File: config.mk
export PLATFORM = sky130hd
export DESIGN_NAME = ddo_cell
export DESIGN_NICKNAME = d
export VERILOG_FILES = /design/src/sv/ddo_pkg.sv /design/src/sv/ddo_cell.sv
export SDC_FILE = /design/constraint.sdc
export NUM_CORES = 1
export LEC_CHECK = 0
export ABC_CLOCK_PERIOD_IN_PS = 800
export BUFFER_PORTS_ARGS = -buffer_cell sky130_fd_sc_hd__clkbuf_2
export CAP_MARGIN = 20
export CORE_AREA = 2 2 131 133
export CTS_CLUSTER_SIZE = 12
export DETAILED_ROUTE_END_ITERATION = 7
export DIE_AREA = 0 0 133 135
export PLACE_DENSITY_LB_ADDON = 0.12
export SETUP_SLACK_MARGIN = 0.2
export SYNTH_ARGS = -nofsm -noshare
export SYNTH_HDL_FRONTEND = slang
export SYNTH_SLANG_ARGS = --single-unit
export TNS_END_PERCENT = 50
File: constraint.sdc
create_clock -name clk -period 0.8 [get_ports clk]
set_input_delay 0.16 -clock clk [delete_from_list [all_inputs] [get_ports clk]]
set_output_delay 0.16 -clock clk [all_outputs]
set_load 0.02 [all_outputs]
File: src/sv/ddo_pkg.sv
`default_nettype none

package ddo_pkg;

	// Upper bound on CORDIC iterations; the arctangent table holds this many entries
	localparam int unsigned MAX_STEPS = 24;

	// CORDIC start value, gain 0.6072529350 in Q2.30
	localparam logic signed [33:0] CORDIC_K = 34'sd652032874;

	// atan(2^-i) on a 32-bit circle (2^32 is a full turn)
	localparam logic [31:0] ATAN_TAB [MAX_STEPS] = '{
		32'h20000000, 32'h12E4051E, 32'h09FB385B, 32'h051111D4, 32'h028B0D43, 32'h0145D7E1,
		32'h00A2F61E, 32'h00517C55, 32'h0028BE53, 32'h00145F2F, 32'h000A2F98, 32'h000517CC,
		32'h00028BE6, 32'h000145F3, 32'h0000A2FA, 32'h0000517D, 32'h000028BE, 32'h0000145F,
		32'h00000A30, 32'h00000518, 32'h0000028C, 32'h00000146, 32'h000000A3, 32'h00000051
	};

	// Vector and residual angle moving down the CORDIC chain
	typedef struct packed {
		logic              vld;
		logic signed [33:0] x;
		logic signed [33:0] y;
		logic signed [32:0] z;
	} cell_t;

	// Sequencer states
	typedef enum logic [2:0] {
		ST_IDLE,
		ST_MUL,
		ST_TURN,
		ST_RUN,
		ST_PROD,
		ST_UPD
	} state_t;

endpackage

`default_nettype wire

File: src/sv/ddo_cell.sv
`default_nettype none

// One CORDIC rotation step with its own register
module ddo_cell #(
	parameter int unsigned STEP = 0
) (
	input  wire logic           clk,
	input  wire logic           arst_n,
	input  wire ddo_pkg::cell_t d_in,
	output ddo_pkg::cell_t      d_out
);

	logic signed [32:0] atan_v;
	ddo_pkg::cell_t     nxt;

	logic               vld_q;
	logic signed [33:0] x_q;
	logic signed [33:0] y_q;
	logic signed [32:0] z_q;

	assign atan_v = $signed(33'(ddo_pkg::ATAN_TAB[STEP]));

	// rotate toward zero residual angle
	always_comb begin
		nxt = d_in;
		if (!d_in.z[32]) begin
			nxt.x = d_in.x - (d_in.y >>> STEP);
			nxt.y = d_in.y + (d_in.x >>> STEP);
			nxt.z = d_in.z - atan_v;
		end else begin
			nxt.x = d_in.x + (d_in.y >>> STEP);
			nxt.y = d_in.y - (d_in.x >>> STEP);
			nxt.z = d_in.z + atan_v;
		end
	end

	// valid resets, data just follows
	always_ff @(posedge clk or negedge arst_n) begin
		if (!arst_n) begin
			vld_q <= 1'b0;
		end else begin
			vld_q <= d_in.vld;
		end
	end

	always_ff @(posedge clk) begin
		x_q <= nxt.x;
		y_q <= nxt.y;
		z_q <= nxt.z;
	end

	assign d_out.vld = vld_q;
	assign d_out.x   = x_q;
	assign d_out.y   = y_q;
	assign d_out.z   = z_q;

endmodule

`default_nettype wire

==> results of run 1 <==
-- what timing repair did --
| action | CTS |
|---|---|
| endpoints found under the hold margin | 31 |
| hold buffers | 31 |
| cloned | 0 |
| setup buffers | 22 |
| endpoints found under the setup margin | 171 |
| pin swaps | 83 |
| gates resized for setup | 402 |
-- per-stage QoR --
stage | setup TNS, ns | instances | setup WS [ns]
floorplan | -73.02 | 1020 | -1.587
global placement | -103.01 | 1737 | -1.921
detailed placement | -105.99 | 1737 | -1.976
CTS | -94.36 | 1806 | -1.529
-- metal layers --
metal  GRT overflow  global-route usage
met3              0              0.5503
met2              3              0.9174
met5              0              0.2194
met1              0              0.6821
met4              1              0.7186
-- logic make-up after synthesis --
| logic type | after synthesis |
|---|---|
| DFF | 101 |
| adders and majority gates | 105 |
| muxes | 12 |
| AOI/OAI and AO/OA | 349 |
| buffers and inverters | 160 |
| and+or+nand+nor | 228 |
| xor gates and xnor gates | 65 |
==> run summary, run 1 <==
The share of the Yosys chip area taken by registers is 0.2539. In this run the number of H-tree levels came out at 3. For this run, asynchronously set or reset flops after synthesis account for 0.009901.

The initial standard-cell utilization of the core came out at 0.4865. Synthesis inferred just over 100 register bits. The distinct cell type count of the synthesized netlist came out at 68. The post-synthesis cell area came out at around 8000 µm².

The library cell with the highest instance count after synthesis is a21oi_1. The top cell type's share of synthesized area came out at 0.2508. The global placement routability congestion is 0.9677. The number of top-level design ports is 206. In the post-synthesis netlist, the biggest area contributors are dfxtp_1 (25%), ha_1 (16%), a21oi_1 (7.8%), xnor2_1 (5.9%), inv_1 (5.1%). Entering global routing, the biggest net connects 33 pins. The global-route repair_timing pass left the worst setup endpoint at x_q[27]$_DFF_P_/D. In this run the mean area of a mapped cell was a little under 8 µm².

The maximum buffer depth of the clock tree is 2. The standard cell area after detailed placement is approximately 12000 µm². The post-synthesis adder-cell area fraction is 0.1683. The run stopped with a tool error. The post-synthesis share of cell area spent on xor and xnor gates is 0.07132. The biggest area contributor in the post-synthesis netlist is dfxtp_1.

After floorplanning, the core was divided into 47 placement rows. After the last repair the worst path ends at a sequential cell input. By area, the combinational part of the netlist is dominated by compound AO/OA/AOI/OAI gates. The simple-gate share of the synthesized area is 0.1381. Of the post-synthesis cell area, the part taken by muxes is 0.01505. The die is approximately 140 µm tall. The number of nets handed over by synthesis was about 1200.

The first error in the log reads "[ERROR GRT-0232] Routing congestion too high. Check the congestion heatmap in the GUI". Ranked by instance count, the synthesized netlist is headed by a21oi_1 (125), inv_1 (109), ha_1 (101). The root buffer cell chosen for the clock tree is clkbuf_16.

In this run, synthesis inferred 0 flip-flops with an integrated enable. The remaining global-route overflow came out at 4. The predominant post-synthesis flop cell is dfxtp_1.

The number of standard cells after synthesis is ~1000. The Yosys warning count came out at 0. The HPWL after detailed placement is around 26 mm. In the global route stage, overall resource usage came out at 0.7110. The compound-gate portion of the synthesized area is 0.2738. The number of clock buffers added by TritonCTS is 9.

The count of clock tree sinks came out at just over 100. The count of port buffers added during placement came out at 205. The floorplan die width is between 100 and 150 µm. The terminating stage of the flow is global routing.
==> run 2: changes to the inputs <==
Settings changed: ABC_CLOCK_PERIOD_IN_PS 800 to 1040, CORE_AREA 2 2 131 133 to 2 2 150 152, CTS_CLUSTER_SIZE 12 to unset, DIE_AREA 0 0 133 135 to 0 0 152 154, PLACE_DENSITY_LB_ADDON 0.12 to 0.15, SETUP_SLACK_MARGIN 0.2 to unset.
Clock period 0.8 ns to 1.04 ns, I/O delays scaled along.
==> run summary, run 2 <==
The total net switching power is slightly above 7 mW. The final design area excluding fillers is 15820 µm². The setup slack at placement is -1.771 ns (+0.2054 ns). The proportion of power drawn by combinational gates is 0.546. STA classifies the critical path startpoint as an input port. The number of nets produced by synthesis came to 1229 (unchanged). The initial detailed-routing violation count is just over 600.

The final reports fail on setup timing. Across the VDD grid, the largest voltage drop is 0.0007539 V. The max-slew headroom at the worst pin is 0.4819. The flip-flop and latch count after synthesis is 101 (unchanged).

The highest clock rate is ~410 MHz. The shortest clock period the worst path allows after layout is around 2.4 ns. Of the total power, the share spent switching nets is 0.3828.

Sorting the synthesized cells by area gives the leading types as dfxtp_1 (25%), ha_1 (16%), a21oi_1 (7.8%), xnor2_1 (5.9%), inv_1 (5.1%). The height of the die is 154 µm (+14%). The antenna diode count came out at 0.

Of the total power, registers draw 0.267. The count of clock tree sinks came out at 101 (unchanged). The post-synthesis async set-or-reset flop share is 0.009901 (unchanged). The setup TNS is -64.20 ns. The post-synthesis share of cell area spent on xor and xnor gates is 0.07132 (unchanged).

The predominant post-synthesis flop cell is dfxtp_1. The flip-flop count of the largest register, all copies and words added came out at 34. The library cell with the highest instance count after synthesis is a21oi_1. For this run, the slowest stage of the critical path takes 0.41 ns.

The number of clock buffers inserted by TritonCTS is 9 (unchanged). The most common cell after layout, fill and taps aside is buf_4. The internal power component is about 12 mW.

Across all hold checks on the routed design, the worst slack comes to around 0.063 ns. Dividing total power by cell area gives a power density of between 1000 and 1500 nW/µm². The average size of a mapped cell is 7.826 µm² (unchanged).

The distinct cell type count of the synthesized netlist is 68 (unchanged). The fraction of final layout cells sized beyond drive strength 1 is 0.6007. The slew of the pin with the lowest slew margin is 0.7772 ns.

The total number of vias is just under 10000. The filler cells instantiated in the layout total 1565. TritonCTS built the clock tree. The critical path goes through clkbuf_16 -> inv_12 -> ha_4 -> buf_6 -> nor4b_2 -> o21bai_1 -> o311ai_2 -> o2111a_1 -> or3_4 -> a21oi_4 -> buf_6 -> o21bai_4 -> a21oi_2 -> xnor2_1. The remaining global-route overflow is 0. The simple-gate share of the synthesized area is 0.1381 (unchanged). The total power of the final layout is between 15 and 20 mW. The count of nets left with antenna violations once routing finished came out at 0. At the worst endpoint, the required time is between 1 and 1.5 ns. The Yosys warning count is 0 (unchanged).

The tree is rooted in a clkbuf_16. The signed area change from the synthesized netlist to the final layout came out at 98.21%. The pin count of the biggest net entering global routing came out at 39. The count of port buffers added during placement is 205 (unchanged). The H-tree depth reported by CTS came out at 3 (unchanged).

Setup violations remaining at the end of the flow were counted as between 90 and 100. Setup repair after global routing could not meet its margin everywhere. The run finished, with violations left. The leakage power figure came out at about 7.2 nW. The commonest cells after synthesis are a21oi_1 (125), inv_1 (109), ha_1 (101). Dividing the final minimum period by the clock period gives 2.329.

The maximum buffer depth of the clock tree was 2 (unchanged). The residual DRC count is 0. The multiplexer area fraction after synthesis was 0.01505 (unchanged). The max-capacitance violation count is 0. The largest fanout on the critical path is 5. The class of the tightest hold or removal check is input port to flop. The largest registers in the layout are x_q: 34 flops, y_q: 33 flops, z_q: 33 flops. The total detailed-routing wirelength came out at ~35 mm. The number of standard cells after synthesis is 1020 (unchanged). In the post-route analysis, the smallest setup slack over all paths is -1.383 ns.

The core area came out at 21690 µm². Leaving out fill and tap cells, the most frequent cells in the layout are buf_4 (355), buf_6 (109), clkbuf_2 (98). Ranked by flip-flop count, first place goes to x_q. The HPWL after detailed placement came to 25.22 mm (-1.9%). STA puts the critical path data arrival time at between 2 and 3 ns. After synthesis, the largest family of logic cells by area is compound AO/OA/AOI/OAI gates. The number of placement rows came out at 54 (+15%). The post-CTS clock slew at the launch and capture registers of the worst setup and hold paths came out at 0.07 ns. The global placement routability congestion was 0.9434 (-2.5%). The per-cell routed wire length came out at approximately 18 µm. The top cell type's share of synthesized area came out at 0.2508 (unchanged). The total number of nets in the final design came out at about 1800.

The standard cell area after detailed placement is 12320 µm² (+1.2%). The number of top-level design ports came out at 206 (unchanged). The first global-routing pass estimated between 50 and 60 mm of wire. The number of global-route vias before repair is a little under 10000. The number of antenna violations at the first check in global routing is 0. On the critical path, the stage with the largest delay is an instance of or3_4.

The most frequent cell on the critical path is buf_6. The total count of hold-check failures in the final report is 0. The overall routing resource usage is 0.2736. The number of flops mapped to enable cells by yosys is 0 (unchanged). The critical path is of the input port to flop type.

The leading area contributor after synthesis is dfxtp_1. The compound-gate portion of the synthesized area is 0.2738 (unchanged). After detailed routing, the number of vias per cell comes to 5.163. The initial standard-cell utilization of the core is 0.3681 (-0.1185). The first-pass detailed-route iteration total is 7. The floorplan step defined a die boundary enclosing 23410 µm². The sort of element at the end of the critical path is a flop.

The sequential fraction of the synthesis area is 0.2539 (unchanged). The post-synthesis adder-cell area fraction is 0.1683 (unchanged). The post-synthesis cell area came out at 7983 µm² (unchanged). The clock network fraction of design power is 0.188.

The floorplan die width is 152 µm (+14%). The final number of max-transition violations is 0.
## run 2: cell counts after synthesis
No cell type changed its count.
## run 2: power groups by stage
stage	Clock, mW	Sequential, mW	Combinational (mW)
after floorplan	0	5.75	3.21
after global placement	0	4.85	7.51
after detailed placement	0	4.86	7.51
after CTS	3.63	4.88	8.93
after global routing	3.75	5.11	10.9
final	3.55	5.06	10.3
## run 2: metrics by stage
stage | utilization | std cells
final | 0.7295 | 1913
after global routing | 0.7295 | 1913
after CTS | 0.6654 | 1883
after detailed placement | 0.5681 | 1809
after global placement | 0.5681 | 1809
after floorplan | - | 1020
## run 2: path summary, 6_finish.rpt
| path | startpoint | end | slack (ns) | cells after the start |
|---|---|---|---|---|
| setup / recovery | d_in[38] | x_q[29] | -1.38 | 14 |
| hold / removal | d_in[29] | z_q[29] | 0.06 | 2 |
| max in group asynchronous | arst_n | vld_q | 0.82 | 2 |
| min in group asynchronous | arst_n | vld_q | 0.14 | 2 |
## run 2: kinds of logic (layout without fill, tap and decap cells)
logic type | after synthesis | in the layout
flops | 101 | 101
buf+inv | 160 | 773
fa+ha+maj | 105 | 105
compound gates | 349 | 349
simple gates | 228 | 228
xor+xnor | 65 | 65
mux | 12 | 12
## run 2: layout make-up
type	instances	area, µm²	share of cell area
multi-input cells	759	7087	0.4479
clock buffers	9	225.2	0.01423
flip-flops and latches	101	2120	0.1340
repair buffers	645	5485	0.3467
well taps	280	350.3	0.02214
inverters	112	480.5	0.03037
clock inverters	7	75.07	0.004745
## run 2: worst max-delay path: cells and delay by family
family                     cells  cell delay, ns
buffers and inverters          4            0.40
adders and majority gates      1            0.27
AOI/OAI and AO/OA              6            1.17
and+or+nand+nor                2            0.45
xor gates and xnor gates       1            0.18
## run 2: layer usage
layer,part of all wire,GRT usage,wire length (µm)
met3,0.053,0.03974,1835
met5,0,0,0
met2,0.50,0.4820,17530
met4,0.025,0.07566,872
met1,0.42,0.3487,14710
## run 2: timing repair
action,in CTS,in global routing
resized for setup,319,390
pin swaps,95,126
hold buffers,31,0
endpoints found under the hold margin,31,0
endpoints found under the setup margin,163,166
buffers inserted,31,41
(Power assumes the default switching activity.)
